==> config.mk <==
export PLATFORM = sky130hd
export DESIGN_NAME = i2c_master_transaction_sequencer_core_flat
export DESIGN_NICKNAME = d
export VERILOG_FILES = /design/src/sv/i2cmts_pkg.sv /design/src/sv/i2cmts_cmd_if.sv /design/src/sv/i2cmts_rsp_if.sv /design/src/sv/i2cmts_ram.sv /design/src/sv/i2cmts_dec.sv /design/src/sv/i2c_master_transaction_sequencer_core.sv /design/src/flat_wrapper.sv
export SDC_FILE = /design/constraint.sdc
export NUM_CORES = 1
export LEC_CHECK = 0
export BUFFER_PORTS_ARGS = -buffer_cell sky130_fd_sc_hd__buf_2
export CAP_MARGIN = 10
export CORE_MARGIN = 4
export CORE_UTILIZATION = 35
export DETAILED_ROUTE_END_ITERATION = 8
export GPL_TIMING_DRIVEN = 0
export PLACE_DENSITY = 0.54
export SETUP_SLACK_MARGIN = 0.4
export SLEW_MARGIN = 0
export SYNTH_ARGS = -nofsm -noshare
export SYNTH_HDL_FRONTEND = slang
export SYNTH_SLANG_ARGS = --single-unit
==> constraint.sdc <==
create_clock -name clk -period 5.75 [get_ports clk]
set_input_delay 0 -clock clk [delete_from_list [all_inputs] [get_ports clk]]
set_output_delay 0 -clock clk [all_outputs]
set_load 0.05 [all_outputs]
==> src/sv/i2cmts_pkg.sv <==
// ----------------------------------------------------------------------------
// I2C master transaction sequencer package
// Operation and status codes, register indexes and the command structures
// passed between the decoder and the top level.
// ----------------------------------------------------------------------------
package i2cmts_pkg;

	// Default depth of the transfer buffer.
	localparam int BUFFER_DEPTH_DEF = 16;

	// Configuration port geometry.
	localparam int CFG_IDX_W  = 2;
	localparam int CFG_DATA_W = 7;

	// Register indexes.
	localparam logic [CFG_IDX_W-1:0] REG_SLAVE_ADDRESS = 2'd0;
	localparam logic [CFG_IDX_W-1:0] REG_WRITE_LENGTH  = 2'd1;
	localparam logic [CFG_IDX_W-1:0] REG_READ_LENGTH   = 2'd2;

	// Operations carried by an input beat.
	localparam logic [1:0] OP_LOAD   = 2'd0;
	localparam logic [1:0] OP_START  = 2'd1;
	localparam logic [1:0] OP_STATUS = 2'd2;
	localparam logic [1:0] OP_READ   = 2'd3;

	// Bus engine status codes.
	localparam logic [7:0] ST_START        = 8'h08;
	localparam logic [7:0] ST_REP_START    = 8'h10;
	localparam logic [7:0] ST_ADDR_W_ACK   = 8'h18;
	localparam logic [7:0] ST_ADDR_W_NACK  = 8'h20;
	localparam logic [7:0] ST_DATA_W_ACK   = 8'h28;
	localparam logic [7:0] ST_DATA_W_NACK  = 8'h30;
	localparam logic [7:0] ST_ADDR_R_ACK   = 8'h40;
	localparam logic [7:0] ST_ADDR_R_NACK  = 8'h48;
	localparam logic [7:0] ST_DATA_R_ACK   = 8'h50;
	localparam logic [7:0] ST_DATA_R_NACK  = 8'h58;

	// Acknowledge actions.
	localparam logic [1:0] ACK_NONE     = 2'd0;
	localparam logic [1:0] ACK_ENABLE   = 2'd1;
	localparam logic [1:0] ACK_DISABLE  = 2'd2;
	localparam logic [1:0] ACK_RESERVED = 2'd3;

	// Engine command for one beat, as decoded.
	typedef struct packed {
		logic       send_valid;
		logic       send_from_buf;
		logic [7:0] send_imm;
		logic       set_msb;
		logic       request_start;
		logic       clear_start;
		logic       request_stop;
		logic [1:0] ack_action;
		logic       read_buf;
	} cmd_t;

	// State and buffer updates for one beat.
	typedef struct packed {
		logic start;
		logic ptr_adv;
		logic wl_dec;
		logic rl_dec;
		logic set_done;
		logic mem_we;
		logic mem_re;
		logic mem_at_ptr;
	} upd_t;

endpackage

==> src/sv/i2cmts_cmd_if.sv <==
// ----------------------------------------------------------------------------
// I2C master transaction sequencer: input channel
// Valid/ready channel carrying one operation beat to the sequencer.
// ----------------------------------------------------------------------------
interface i2cmts_cmd_if;
	logic       valid;
	logic       ready;
	logic [1:0] operation;
	logic [3:0] buffer_index;
	logic [7:0] byte_value;
	logic [7:0] bus_status;

	modport source (
		output valid, operation, buffer_index, byte_value, bus_status,
		input  ready
	);

	modport sink (
		input  valid, operation, buffer_index, byte_value, bus_status,
		output ready
	);
endinterface

==> src/sv/i2cmts_rsp_if.sv <==
// ----------------------------------------------------------------------------
// I2C master transaction sequencer: result channel
// Valid/ready channel carrying one engine command beat from the sequencer.
// ----------------------------------------------------------------------------
interface i2cmts_rsp_if;
	logic       valid;
	logic       ready;
	logic       send_valid;
	logic [7:0] send_byte;
	logic       request_start;
	logic       clear_start;
	logic       request_stop;
	logic [1:0] ack_action;
	logic       xfer_done;
	logic [7:0] buffer_byte;

	modport source (
		output valid, send_valid, send_byte, request_start, clear_start,
		       request_stop, ack_action, xfer_done, buffer_byte,
		input  ready
	);

	modport sink (
		input  valid, send_valid, send_byte, request_start, clear_start,
		       request_stop, ack_action, xfer_done, buffer_byte,
		output ready
	);
endinterface

==> src/sv/i2cmts_ram.sv <==
// ----------------------------------------------------------------------------
// Generic RAM
// One write port and one read port, read data registered on read enable.
// ----------------------------------------------------------------------------
module i2cmts_ram #(
	parameter int WIDTH = 8,
	parameter int DEPTH = 16
) (
	input  logic                     clk,
	input  logic                     we,
	input  logic [$clog2(DEPTH)-1:0] waddr,
	input  logic [WIDTH-1:0]         wdata,
	input  logic                     re,
	input  logic [$clog2(DEPTH)-1:0] raddr,
	output logic [WIDTH-1:0]         rdata
);
	logic [WIDTH-1:0] mem_q [DEPTH];

	// Write and registered read; the read data holds between reads.
	always_ff @(posedge clk) begin
		if (we) begin
			mem_q[waddr] <= wdata;
		end
		if (re) begin
			rdata <= mem_q[raddr];
		end
	end
endmodule

==> src/sv/i2cmts_dec.sv <==
// ----------------------------------------------------------------------------
// I2C master transaction sequencer: beat decoder
// Turns one operation or bus status event into an engine command and the
// matching counter, pointer and buffer updates.
// ----------------------------------------------------------------------------
module i2cmts_dec (
	input  logic [1:0]        operation,
	input  logic [7:0]        bus_status,
	input  logic [6:0]        slave_address,
	input  logic [4:0]        writes_left,
	input  logic [4:0]        reads_left,
	output i2cmts_pkg::cmd_t  command,
	output i2cmts_pkg::upd_t  update
);
	import i2cmts_pkg::*;

	// Main decode of operation and status code.
	always_comb begin
		command = '0;
		update  = '0;
		unique case (operation)
			OP_LOAD: begin
				update.mem_we = 1'b1;
			end
			OP_START: begin
				update.start          = 1'b1;
				command.request_start = 1'b1;
			end
			OP_STATUS: begin
				unique case (bus_status) inside
					ST_START, ST_REP_START: begin
						// Address byte: read direction once no writes remain.
						command.send_valid  = 1'b1;
						command.send_imm    = {slave_address, (writes_left == 5'd0)};
						command.clear_start = 1'b1;
					end
					ST_ADDR_W_ACK, ST_DATA_W_ACK: begin
						if (writes_left != 5'd0) begin
							// Next write byte; the first one flags auto-increment when more than one read remains.
							command.send_valid    = 1'b1;
							command.send_from_buf = 1'b1;
							command.set_msb       = (bus_status == ST_ADDR_W_ACK) &&
							                        (reads_left > 5'd1);
							update.mem_re         = 1'b1;
							update.mem_at_ptr     = 1'b1;
							update.ptr_adv        = 1'b1;
							update.wl_dec         = 1'b1;
						end else if (reads_left == 5'd0) begin
							command.request_stop = 1'b1;
							update.set_done      = 1'b1;
						end else begin
							command.request_start = 1'b1;
						end
					end
					ST_ADDR_W_NACK, ST_DATA_W_NACK, ST_ADDR_R_NACK: begin
						command.request_stop = 1'b1;
						update.set_done      = 1'b1;
					end
					ST_ADDR_R_ACK: begin
						command.ack_action = (reads_left <= 5'd1) ? ACK_DISABLE : ACK_ENABLE;
					end
					ST_DATA_R_ACK: begin
						if (reads_left == 5'd0) begin
							command.ack_action = ACK_DISABLE;
						end else begin
							// Store the byte; withdraw ACK when one byte remains.
							update.mem_we     = 1'b1;
							update.mem_at_ptr = 1'b1;
							update.ptr_adv    = 1'b1;
							update.rl_dec     = 1'b1;
							if (reads_left <= 5'd2) begin
								command.ack_action = ACK_DISABLE;
							end
						end
					end
					ST_DATA_R_NACK: begin
						// The final NACKed byte is still kept while reads remain.
						if (reads_left != 5'd0) begin
							update.mem_we     = 1'b1;
							update.mem_at_ptr = 1'b1;
							update.ptr_adv    = 1'b1;
							update.rl_dec     = 1'b1;
						end
						command.request_stop = 1'b1;
						update.set_done      = 1'b1;
					end
					default: begin
					end
				endcase
			end
			OP_READ: begin
				update.mem_re    = 1'b1;
				command.read_buf = 1'b1;
			end
			default: begin
			end
		endcase
	end
endmodule

==> src/sv/i2c_master_transaction_sequencer_core.sv <==
// ----------------------------------------------------------------------------
// I2C master transaction sequencer core
// Drives a byte-level I2C engine through one write-then-read transaction.
// ----------------------------------------------------------------------------
// Usage:
//   cmd carries one operation per beat: load a buffer byte, start the
//   transaction, report an engine status event (with any received byte), or
//   read a buffer byte back. rsp returns exactly one command beat for each
//   cmd beat, in order: the byte to send, start, clear start, stop, the ACK
//   action, the done flag and, for a buffer read, the buffer byte.
//   Slave address and the two lengths are to be written through the cfg port
//   only while no beat is in flight; the block does not enforce this.
//   A beat accepted on cmd is offered on rsp from the next cycle. Throughput
//   is one beat per cycle while rsp is not stalled; the transfer buffer is
//   a RAM with a registered read port, and that read register sets the
//   single stage.
//   Reset empties the result stage, clears pointer and counters, sets the
//   done flag and clears the configuration. Buffer contents stay undefined
//   until loaded. While rsp is stalled the result holds, and cmd keeps
//   accepting only as long as the result stage is free.
// ----------------------------------------------------------------------------
module i2c_master_transaction_sequencer_core #(
	parameter int BUFFER_DEPTH = i2cmts_pkg::BUFFER_DEPTH_DEF
) (
	input  logic                                 clk,
	input  logic                                 arst_n,
	input  logic                                 cfg_wr_en,
	input  logic [i2cmts_pkg::CFG_IDX_W-1:0]     cfg_index,
	input  logic [i2cmts_pkg::CFG_DATA_W-1:0]    cfg_wdata,
	i2cmts_cmd_if.sink                           cmd,
	i2cmts_rsp_if.source                         rsp
);
	import i2cmts_pkg::*;

	localparam int PTR_W = $clog2(BUFFER_DEPTH);

	logic [6:0]       slave_address_q;
	logic [4:0]       write_length_q;
	logic [4:0]       read_length_q;
	logic [PTR_W-1:0] ptr_q;
	logic [4:0]       writes_left_q;
	logic [4:0]       reads_left_q;
	logic             done_q;
	logic             done_next;
	logic             accept;
	logic [4:0]       idx_red;
	logic [PTR_W-1:0] idx_mod;
	logic [PTR_W-1:0] mem_addr;
	logic [7:0]       mem_rdata;
	cmd_t             command;
	upd_t             update;
	logic             valid_s1;
	cmd_t             cmd_s1;
	logic             done_s1;

	// Configuration registers; unknown indexes are ignored.
	always_ff @(posedge clk or negedge arst_n) begin
		if (!arst_n) begin
			slave_address_q <= '0;
			write_length_q  <= '0;
			read_length_q   <= '0;
		end else if (cfg_wr_en) begin
			unique case (cfg_index)
				REG_SLAVE_ADDRESS: slave_address_q <= cfg_wdata;
				REG_WRITE_LENGTH:  write_length_q  <= cfg_wdata[4:0];
				REG_READ_LENGTH:   read_length_q   <= cfg_wdata[4:0];
				default: begin
				end
			endcase
		end
	end

	// Decode of the incoming beat against the current state.
	i2cmts_dec u_dec (
		.operation     (cmd.operation),
		.bus_status    (cmd.bus_status),
		.slave_address (slave_address_q),
		.writes_left   (writes_left_q),
		.reads_left    (reads_left_q),
		.command       (command),
		.update        (update)
	);

	assign accept    = cmd.valid && cmd.ready;
	assign cmd.ready = !valid_s1 || rsp.ready;

	// Buffer index reduced modulo the buffer depth by repeated subtraction.
	always_comb begin
		idx_red = {1'b0, cmd.buffer_index};
		for (int i = 0; i < 8; i++) begin
			if (int'(idx_red) >= BUFFER_DEPTH) begin
				idx_red = idx_red - 5'(BUFFER_DEPTH);
			end
		end
		idx_mod = PTR_W'(idx_red);
	end

	assign mem_addr  = update.mem_at_ptr ? ptr_q : idx_mod;
	assign done_next = update.start ? 1'b0 : (update.set_done ? 1'b1 : done_q);

	// Transfer buffer.
	i2cmts_ram #(
		.WIDTH (8),
		.DEPTH (BUFFER_DEPTH)
	) u_buf (
		.clk   (clk),
		.we    (accept && update.mem_we),
		.waddr (mem_addr),
		.wdata (cmd.byte_value),
		.re    (accept && update.mem_re),
		.raddr (mem_addr),
		.rdata (mem_rdata)
	);

	// Pointer, byte counters and done flag.
	always_ff @(posedge clk or negedge arst_n) begin
		if (!arst_n) begin
			ptr_q         <= '0;
			writes_left_q <= '0;
			reads_left_q  <= '0;
			done_q        <= 1'b1;
		end else if (accept) begin
			done_q <= done_next;
			if (update.start) begin
				ptr_q         <= '0;
				writes_left_q <= write_length_q;
				reads_left_q  <= read_length_q;
			end else begin
				if (update.ptr_adv) begin
					ptr_q <= (ptr_q == PTR_W'(BUFFER_DEPTH - 1)) ? '0 : ptr_q + 1'b1;
				end
				if (update.wl_dec) begin
					writes_left_q <= writes_left_q - 5'd1;
				end
				if (update.rl_dec) begin
					reads_left_q <= reads_left_q - 5'd1;
				end
			end
		end
	end

	// Result stage valid.
	always_ff @(posedge clk or negedge arst_n) begin
		if (!arst_n) begin
			valid_s1 <= 1'b0;
		end else if (cmd.ready) begin
			valid_s1 <= cmd.valid;
		end
	end

	// Result stage payload.
	always_ff @(posedge clk) begin
		if (accept) begin
			cmd_s1  <= command;
			done_s1 <= done_next;
		end
	end

	// Result beat, with the buffer byte merged in from the RAM read register.
	assign rsp.valid            = valid_s1;
	assign rsp.send_valid       = cmd_s1.send_valid;
	assign rsp.send_byte        = !cmd_s1.send_valid ? 8'h00 :
	                              cmd_s1.send_from_buf ? (mem_rdata | {cmd_s1.set_msb, 7'b0}) :
	                              cmd_s1.send_imm;
	assign rsp.request_start    = cmd_s1.request_start;
	assign rsp.clear_start      = cmd_s1.clear_start;
	assign rsp.request_stop     = cmd_s1.request_stop;
	assign rsp.ack_action       = cmd_s1.ack_action;
	assign rsp.xfer_done        = done_s1;
	assign rsp.buffer_byte      = cmd_s1.read_buf ? mem_rdata : 8'h00;
endmodule

==> src/flat_wrapper.sv <==
// flat-port wrapper written by rule: the top's interface ports become plain ports
module i2c_master_transaction_sequencer_core_flat import i2cmts_pkg::*;
#(
	parameter int BUFFER_DEPTH = i2cmts_pkg::BUFFER_DEPTH_DEF
)
  (clk, arst_n, cfg_wr_en, cfg_index, cfg_wdata, cmd_valid, cmd_operation, cmd_buffer_index, cmd_byte_value, cmd_bus_status, cmd_ready, rsp_valid, rsp_send_valid, rsp_send_byte, rsp_request_start, rsp_clear_start, rsp_request_stop, rsp_ack_action, rsp_xfer_done, rsp_buffer_byte, rsp_ready);
  i2cmts_cmd_if cmd_i ();
  i2cmts_rsp_if rsp_i ();
  input  logic clk;
  input  logic arst_n;
  input  logic cfg_wr_en;
  input  logic [i2cmts_pkg::CFG_IDX_W-1:0] cfg_index;
  input  logic [i2cmts_pkg::CFG_DATA_W-1:0] cfg_wdata;
  input wire logic [$bits(cmd_i.valid)-1:0] cmd_valid;
  input wire logic [$bits(cmd_i.operation)-1:0] cmd_operation;
  input wire logic [$bits(cmd_i.buffer_index)-1:0] cmd_buffer_index;
  input wire logic [$bits(cmd_i.byte_value)-1:0] cmd_byte_value;
  input wire logic [$bits(cmd_i.bus_status)-1:0] cmd_bus_status;
  output wire logic [$bits(cmd_i.ready)-1:0] cmd_ready;
  output wire logic [$bits(rsp_i.valid)-1:0] rsp_valid;
  output wire logic [$bits(rsp_i.send_valid)-1:0] rsp_send_valid;
  output wire logic [$bits(rsp_i.send_byte)-1:0] rsp_send_byte;
  output wire logic [$bits(rsp_i.request_start)-1:0] rsp_request_start;
  output wire logic [$bits(rsp_i.clear_start)-1:0] rsp_clear_start;
  output wire logic [$bits(rsp_i.request_stop)-1:0] rsp_request_stop;
  output wire logic [$bits(rsp_i.ack_action)-1:0] rsp_ack_action;
  output wire logic [$bits(rsp_i.xfer_done)-1:0] rsp_xfer_done;
  output wire logic [$bits(rsp_i.buffer_byte)-1:0] rsp_buffer_byte;
  input wire logic [$bits(rsp_i.ready)-1:0] rsp_ready;
  assign cmd_i.valid = cmd_valid;
  assign cmd_i.operation = cmd_operation;
  assign cmd_i.buffer_index = cmd_buffer_index;
  assign cmd_i.byte_value = cmd_byte_value;
  assign cmd_i.bus_status = cmd_bus_status;
  assign cmd_ready = cmd_i.ready;
  assign rsp_valid = rsp_i.valid;
  assign rsp_send_valid = rsp_i.send_valid;
  assign rsp_send_byte = rsp_i.send_byte;
  assign rsp_request_start = rsp_i.request_start;
  assign rsp_clear_start = rsp_i.clear_start;
  assign rsp_request_stop = rsp_i.request_stop;
  assign rsp_ack_action = rsp_i.ack_action;
  assign rsp_xfer_done = rsp_i.xfer_done;
  assign rsp_buffer_byte = rsp_i.buffer_byte;
  assign rsp_i.ready = rsp_ready;
  i2c_master_transaction_sequencer_core #(.BUFFER_DEPTH(BUFFER_DEPTH)) u_core (.clk(clk), .arst_n(arst_n), .cfg_wr_en(cfg_wr_en), .cfg_index(cfg_index), .cfg_wdata(cfg_wdata), .cmd(cmd_i), .rsp(rsp_i));
endmodule
Word-level counts from Yosys, hierarchy flattened

Memory sizes are Yosys's and may differ from the RTL's. A register that Yosys moved wholly into a read port is not among the register bits.
Index checks and enable logic that the tools add are counted.

Register bits after elaboration: 51
Bits in writable memories: 128
Input port bits: 36
Output and inout bits: 25
Memories kept: 1

Memory list:

| name               | depth | bits a word | read ports | clocked after memory_dff | write ports | RTL line         | RTL |
|---|---|---|---|---|---|---|---|
| u_core.u_buf.mem_q | 16    | 8           | 1          | 1                        | 1           | i2cmts_ram.sv:17 | `logic [WIDTH-1:0] mem_q [DEPTH];` |

$add $sub $neg: 3
Magnitude comparators: 3
Equal/unequal tests: 16
Muxes and demuxes: 41
Bitwise operators: 1
Reductions and logical operators: 26

Operators with widths:

| kind                                                           | count |
|---|---|
| == test 8 x 7 -> 1 bit, second input constant                  | 4 |
| == test 8 x 6 -> 1 bit, second input constant                  | 3 |
| two-way mux 8 bit                                              | 3 |
| two-way mux 4 bit                                              | 5 |
| two-way mux 5 bit                                              | 4 |
| == test 8 x 5 -> 1 bit, second input constant                  | 2 |
| two-way mux 1 bit                                              | 16 |
| AND reduction 2 bit                                            | 7 |
| one-hot mux 1 bit (2 select lines)                             | 6 |
| zero test 5 bit                                                | 2 |
| nonzero test 5 bit                                             | 2 |
| subtractor 5 x 1 -> 5 bit, second input constant               | 2 |
| == test 8 x 4 -> 1 bit, second input constant                  | 1 |
| two-way mux 2 bit                                              | 4 |
| OR 8 bit                                                       | 1 |
| == test 2 bit, second input constant                           | 3 |
| one-hot mux 1 bit (3 select lines)                             | 2 |
| nonzero test 2 bit                                             | 3 |
| > comparator 5 x 1 -> 1 bit, second input constant             | 1 |
| less-or-equal comparator 5 x 1 -> 1 bit, second input constant | 1 |
| less-or-equal comparator 5 x 2 -> 1 bit, second input constant | 1 |
| adder 4 x 1 -> 4 bit, second input constant                    | 1 |
| == test 2 x 1 -> 1 bit, second input constant                  | 2 |
| == test 4 bit, second input constant                           | 1 |
| other kinds (8)                                                | 13 |

Longest topological paths before layout

Depth after elaboration: 7
Depth in mapped cells: 11
Mapped depth without buffers: 9

Hierarchy

From an unflattened synthesis, not the netlist that was laid out.

Cells, all modules: 477
Area total of the unflattened synthesis: 8029.0 um2

Modules (own cells, without submodules):

| module                                | times used | cells each | area each (um2) | sequential area each (um2) |
|---|---|---|---|---|
| i2cmts_ram                            | 1          | 229        | 5227.5          | 4083.9 |
| i2c_master_transaction_sequencer_core | 1          | 195        | 2388.5          | 1367.6 |
| i2cmts_dec                            | 1          | 53         | 412.9           | 0.0 |

Worst setup path before layout

Ideal clock, no wire load.

Path type: register to register
Start: register u_core.valid_s1, in the netlist u_core.rsp.valid
End: memory u_core.u_buf.mem_q[10][0] (enable)
Data arrival time: 2.608 ns
Setup slack: 2.772 ns
Cell stages (with the launch flop): 8
Path buffers: 0
Clock period less this slack: 2.978 ns
Path through: dfrtp_1 -> nand2b_1 -> nand2_1 -> inv_1 -> o21ai_0 -> nor2_1 -> nand2_1 -> nor2_1

Cells in the longest elaborated chain, start to end: 6

Ends and longest elaborated chain:

| element                                 | RTL line                                     | RTL |
|---|---|---|
| from (decl)                             | i2c_master_transaction_sequencer_core.sv:52  | `logic valid_s1;` |
| from (signal assigned)                  | i2c_master_transaction_sequencer_core.sv:147 | `valid_s1 <= cmd.valid;` |
| zero test 1 bit                         | i2c_master_transaction_sequencer_core.sv:85  | `assign cmd.ready = !valid_s1 \|\| rsp.ready;` |
| logical OR 1 bit                        | i2c_master_transaction_sequencer_core.sv:85  |  |
| via cmd_ready                           | flat_wrapper.sv:19                           | `output wire logic [$bits(cmd_i.ready)-1:0] cmd_ready;` |
| logical AND 1 bit                       | i2c_master_transaction_sequencer_core.sv:84  | `assign accept = cmd.valid && cmd.ready;` |
| via u_core.accept                       | i2c_master_transaction_sequencer_core.sv:45  | `logic accept;` |
| logical AND 1 bit                       | i2c_master_transaction_sequencer_core.sv:107 | `.we (accept && update.mem_we),` |
| two-way mux 1 bit                       | i2cmts_ram.sv:21                             | `if (we) begin` |
| two-way mux 1 bit (not written as such) | i2cmts_ram.sv:22                             | `mem_q[waddr] <= wdata;` |
| to (decl)                               | i2cmts_ram.sv:17                             |  |

The timed path passes the listed nets, and every way through them passes these cells.

Worst setup path in the final report

Start: register u_core.reads_left_q[0]
End: memory u_core.u_buf.mem_q[4][3] (enable)

Cells in the longest elaborated chain, start to end: 7
Elaborated cells between the ends (all ways): 12

Ends and longest elaborated chain:

| element                                               | RTL line                                     | RTL |
|---|---|---|
| from (decl)                                           | i2c_master_transaction_sequencer_core.sv:42  | `logic [4:0] reads_left_q;` |
| from (signal assigned)                                | i2c_master_transaction_sequencer_core.sv:127 | `reads_left_q <= read_length_q;` |
| from (signal assigned)                                | i2c_master_transaction_sequencer_core.sv:136 | `reads_left_q <= reads_left_q - 5'd1;` |
| nonzero test 5 bit or zero test 5 bit (tied branches) | i2cmts_dec.sv:78, i2cmts_dec.sv:63           |  |
| two-way mux 1 bit (on tied branches)                  | i2cmts_dec.sv:78, i2cmts_dec.sv:63           |  |
| one-hot mux 1 bit (2 select lines)                    | i2cmts_dec.sv:30                             | `unique case (bus_status) inside` |
| one-hot mux 1 bit (2 select lines)                    | i2cmts_dec.sv:21                             | `unique case (operation)` |
| logical AND 1 bit                                     | i2c_master_transaction_sequencer_core.sv:107 |  |
| two-way mux 1 bit                                     | i2cmts_ram.sv:21                             |  |
| two-way mux 1 bit (not written as such)               | i2cmts_ram.sv:22                             |  |

Parallel ways exist; a longest one is shown, timed or not.

==> key figures <==
Status
  – Status: finished, final reports clean

CTS
  – Later-pin clock latency in the skew report: 430 ps
  – Clk root buf: sky130_fd_sc_hd__clkbuf_16
  – Cells resized by post-CTS repair: 0
  – Clock buffer count from CTS: 17
  – Number of sinks handled by clock tree synthesis: 187
  – Clock tree from TritonCTS: yes
  – Htree depth: 4
  – CTS clk-pin slew, worst paths: 80 ps
  – Maximum buffer depth of the clock tree: 2

Power and ir drop
  – Internal power: 2.31 mW
  – Portion of total power attributed to the clock network: 0.354
  – Maximum ir drop on the vdd rail: 0.145 mV
  – Lkg Pwr: 3.71 nW
  – Gate power share: 0.149
  – Share of total power in sequential cells: 0.497
  – Pwr dens: 314 nW/µm²
  – Switch Pwr: 927 µW
  – Sw Share: 0.287
  – Overall power after layout: 3.24 mW

GRT
  – Wire length of the first global-routing pass: 34200 µm
  – Pin count of the biggest net entering global routing: 34
  – Number of antenna violations at the first check in global routing: 0
  – Via count of the first global-routing pass: 5780
  – Overall routing resource usage: 0.158
  – Sum of overflow across all layers after global routing: 0

Setup path
  – Crit path max fanout: 10
  – Type of element capturing the critical path: flip-flop
  – Signal arrival time at the worst endpoint: 4020 ps
  – Type of the worst setup path: flip-flop to flip-flop
  – Crit path required time: 5800 ps
  – Type of element launching the critical path: flip-flop

STA
  – Final hold violations: 0
  – Slew headroom: 0.281
  – Unrepaired setup endpoints after global routing: no
  – Share of the cycle needed by the critical path after routing: 0.690
  – Final setup slack of the worst path: 1780 ps
  – Worst Skew: 13.8 ps
  – Final number of max-transition violations: 0
  – Endpoints failing setup: 0
  – Transition time at the pin with the least slew margin: 1080 ps
  – Total negative setup slack: 0 ps
  – Maximum operating frequency: 252 MHz
  – Smallest hold slack: 7.76 ps
  – Post-route minimum period: 3970 ps

Die
  – Total core area: 24600 µm²
  – Die Height: 167 µm
  – Die Footprint: 27900 µm²
  – Number of placed I/O pins: 61
  – Floorplan die width: 167 µm
  – Number of rows in the core area: 57
  – Initial Utilization: 0.359

Route
  – Routed length per instance: 19.7 µm
  – Detail Route Antenna Nets: 0
  – Routed vias: 5953
  – TritonRoute pass-1 iters: 5
  – Total length of routed wires: 22200 µm
  – Drt drc: 0
  – Via density per instance: 5.28
  – Drt first-iter violations: 486

Synth
  – Share of the yosys chip area belonging to registers: 0.616
  – Yosys top cell area share: 0.523
  – Syn Std Cell Area: 8840 µm²
  – Cells after Synth: 698
  – Synthesized netlist net count: 745
  – Main area contributors after synthesis: sky130_fd_sc_hd__edfxtp_1 52%, sky130_fd_sc_hd__dfrtp_1 9.1%, sky130_fd_sc_hd__mux2i_1 3.7%
  – Library cells used by synthesis: 66
  – Share of synthesized flip-flops with an asynchronous set or reset: 0.176
  – Synthesized flop and latch total: 187
  – Number of flops mapped to enable cells by yosys: 154
  – Post-synthesis area per instance: 12.7 µm²
  – Yosys synthesis warning count: 0
  – Post-synth top flop: sky130_fd_sc_hd__edfxtp_1
  – Library cell occupying the most area in the post-synthesis netlist: sky130_fd_sc_hd__edfxtp_1

Hold path
  – Class of the worst hold path: input port to flip-flop

Job
  – MaxCap Viol Count: 0

Place
  – DP Cell Count: 1079
  – Detailed placement HPWL: 15300 µm
  – GPL Wtd Cong: 0.820
  – IO buf count: 56
  – Cell area reported after detailed placement: 9540 µm²
  – Pre-CTS setup slack: 1880 ps

Finish
  – Final antenna diode count: 0
  – Layout Utilization: 0.418
  – Commonest cells after routing, fill and taps aside: 154 x sky130_fd_sc_hd__edfxtp_1, 75 x sky130_fd_sc_hd__nand2_1, 65 x sky130_fd_sc_hd__buf_2
  – Ratio of cells with drive above 1 in the final layout: 0.185
  – Post-Layout Inst Area: 10300 µm²
  – Most common cell after layout, fill and taps aside: sky130_fd_sc_hd__edfxtp_1
  – Synth-to-layout area growth: 16.4%
  – Net total in the final layout: 838
  – Final non-filler cell total: 1128
[logic make-up (layout without fill, tap and decap cells)]
| logic type | count (synthesis) | in the layout | share of synthesized area |
|---|---|---|---|
| buffers and inverters | 49 | 155 | 0.0263 |
| AND/OR/NAND/NOR | 220 | 220 | 0.132 |
| flip-flops | 187 | 187 | 0.616 |
| adder cells (fa/ha/maj) | 11 | 11 | 0.0156 |
| XOR/XNOR | 2 | 2 | 0.00283 |
| multiplexers | 50 | 50 | 0.0590 |
| AO/OA/AOI/OAI | 179 | 179 | 0.148 |
[path summary, 6_finish.rpt]
check | cells past startpoint | to | slack (ps) | start
setup / recovery | 10 | u_core.u_buf.mem_q[4][3] | 1780 | u_core.reads_left_q[0]
hold / removal | 1 | u_core.u_buf.mem_q[11][4] | 8 | cmd_byte_value[4]
setup reg to reg | 10 | u_core.u_buf.mem_q[4][3] | 1780 | u_core.reads_left_q[0]
hold reg to reg | 1 | u_core.slave_address_q[5] | 500 | u_core.slave_address_q[5]
max in group asynchronous | 2 | u_core.slave_address_q[6] | 5080 | arst_n
min in group asynchronous | 2 | u_core.reads_left_q[4] | 170 | arst_n
[area by class of cell]
| cell class | count | area (µm²) |
|---|---|---|
| buffer | 36 | 184 |
| sequential | 187 | 5450 |
| tap | 324 | 405 |
| clock inverter | 14 | 154 |
| clock buffer | 18 | 429 |
| inverter | 13 | 48.8 |
| timing repair buffer | 74 | 458 |
| fill | 2319 | 14300 |
| multi-input combinational | 462 | 3170 |
[power groups by stage]
stage	combinational, mW	clock, mW	sequential (mW)
detailed placement	0.473	0	1.64
global route	0.535	1.22	1.62
CTS	0.483	1.17	1.61
finish	0.482	1.15	1.61
floorplan	0.329	0	1.62
global placement	0.468	0	1.64
[state kept, by name (all words and copies together), names as in the netlist, 2 cells and up]
signal and flops:
u_core.slave_address_q 7, u_core.cmd_s1 11, u_core.rsp.ack_action 2, u_core.ptr_q 4, u_core.u_buf.rdata 8, u_core.write_length_q 5
u_core.u_buf.mem_q 128, u_core.writes_left_q 5, u_core.read_length_q 5, u_core.reads_left_q 5
[what timing repair did]
item / in CTS / in global routing
setup buffers: 0 / 0
hold buffers: 17 / 0
endpoints found under the hold margin: 102 / 0
[cell usage after synthesis, types with 2 or more instances]
master / number
sky130_fd_sc_hd__a211oi_1: 17
sky130_fd_sc_hd__a21boi_0: 2
sky130_fd_sc_hd__a21oi_1: 19
sky130_fd_sc_hd__a21oi_2: 2
sky130_fd_sc_hd__a22o_1: 12
sky130_fd_sc_hd__a22oi_1: 43
sky130_fd_sc_hd__a32oi_1: 16
sky130_fd_sc_hd__and2_1: 17
sky130_fd_sc_hd__and3_1: 3
sky130_fd_sc_hd__and3b_1: 2
sky130_fd_sc_hd__buf_2: 9
sky130_fd_sc_hd__buf_4: 4
sky130_fd_sc_hd__buf_6: 3
sky130_fd_sc_hd__clkbuf_1: 19
sky130_fd_sc_hd__clkinv_1: 2
sky130_fd_sc_hd__dfrtp_1: 32
sky130_fd_sc_hd__edfxtp_1: 154
sky130_fd_sc_hd__ha_1: 11
sky130_fd_sc_hd__inv_1: 11
sky130_fd_sc_hd__mux2_2: 17
sky130_fd_sc_hd__mux2i_1: 33
sky130_fd_sc_hd__nand2_1: 75
sky130_fd_sc_hd__nand2b_1: 21
sky130_fd_sc_hd__nand3_1: 5
sky130_fd_sc_hd__nand3b_1: 5
sky130_fd_sc_hd__nand4_1: 2
sky130_fd_sc_hd__nor2_1: 51
sky130_fd_sc_hd__nor2b_1: 8
sky130_fd_sc_hd__nor3_1: 6
sky130_fd_sc_hd__nor3b_1: 4
sky130_fd_sc_hd__nor4_1: 2
sky130_fd_sc_hd__nor4_2: 3
sky130_fd_sc_hd__nor4b_1: 3
sky130_fd_sc_hd__o211ai_2: 7
sky130_fd_sc_hd__o21ai_0: 39
sky130_fd_sc_hd__o21ai_2: 2
sky130_fd_sc_hd__o22a_1: 8
[metal layers]
metal / track usage / part of all wire / vias to the layer above
li1: - / - / 2852
met1: 0.226 / 0.48 / 2943
met2: 0.249 / 0.47 / 145
met3: 0.0341 / 0.050 / 13
met4: 0.0349 / 0.0084 / 0
met5: 0 / 0 / -
[critical path: stages, from the launching register on]
cell and delay, ps:
sky130_fd_sc_hd__dfrtp_1 460, sky130_fd_sc_hd__inv_1 120, sky130_fd_sc_hd__ha_1 250, sky130_fd_sc_hd__or4b_4 240
sky130_fd_sc_hd__and4_1 170, sky130_fd_sc_hd__buf_2 270, sky130_fd_sc_hd__buf_1 530, sky130_fd_sc_hd__o21ai_0 410
sky130_fd_sc_hd__nor2_1 250, sky130_fd_sc_hd__nand2_1 180, sky130_fd_sc_hd__nor2_1 730
Power figures use the tool's default switching activity.
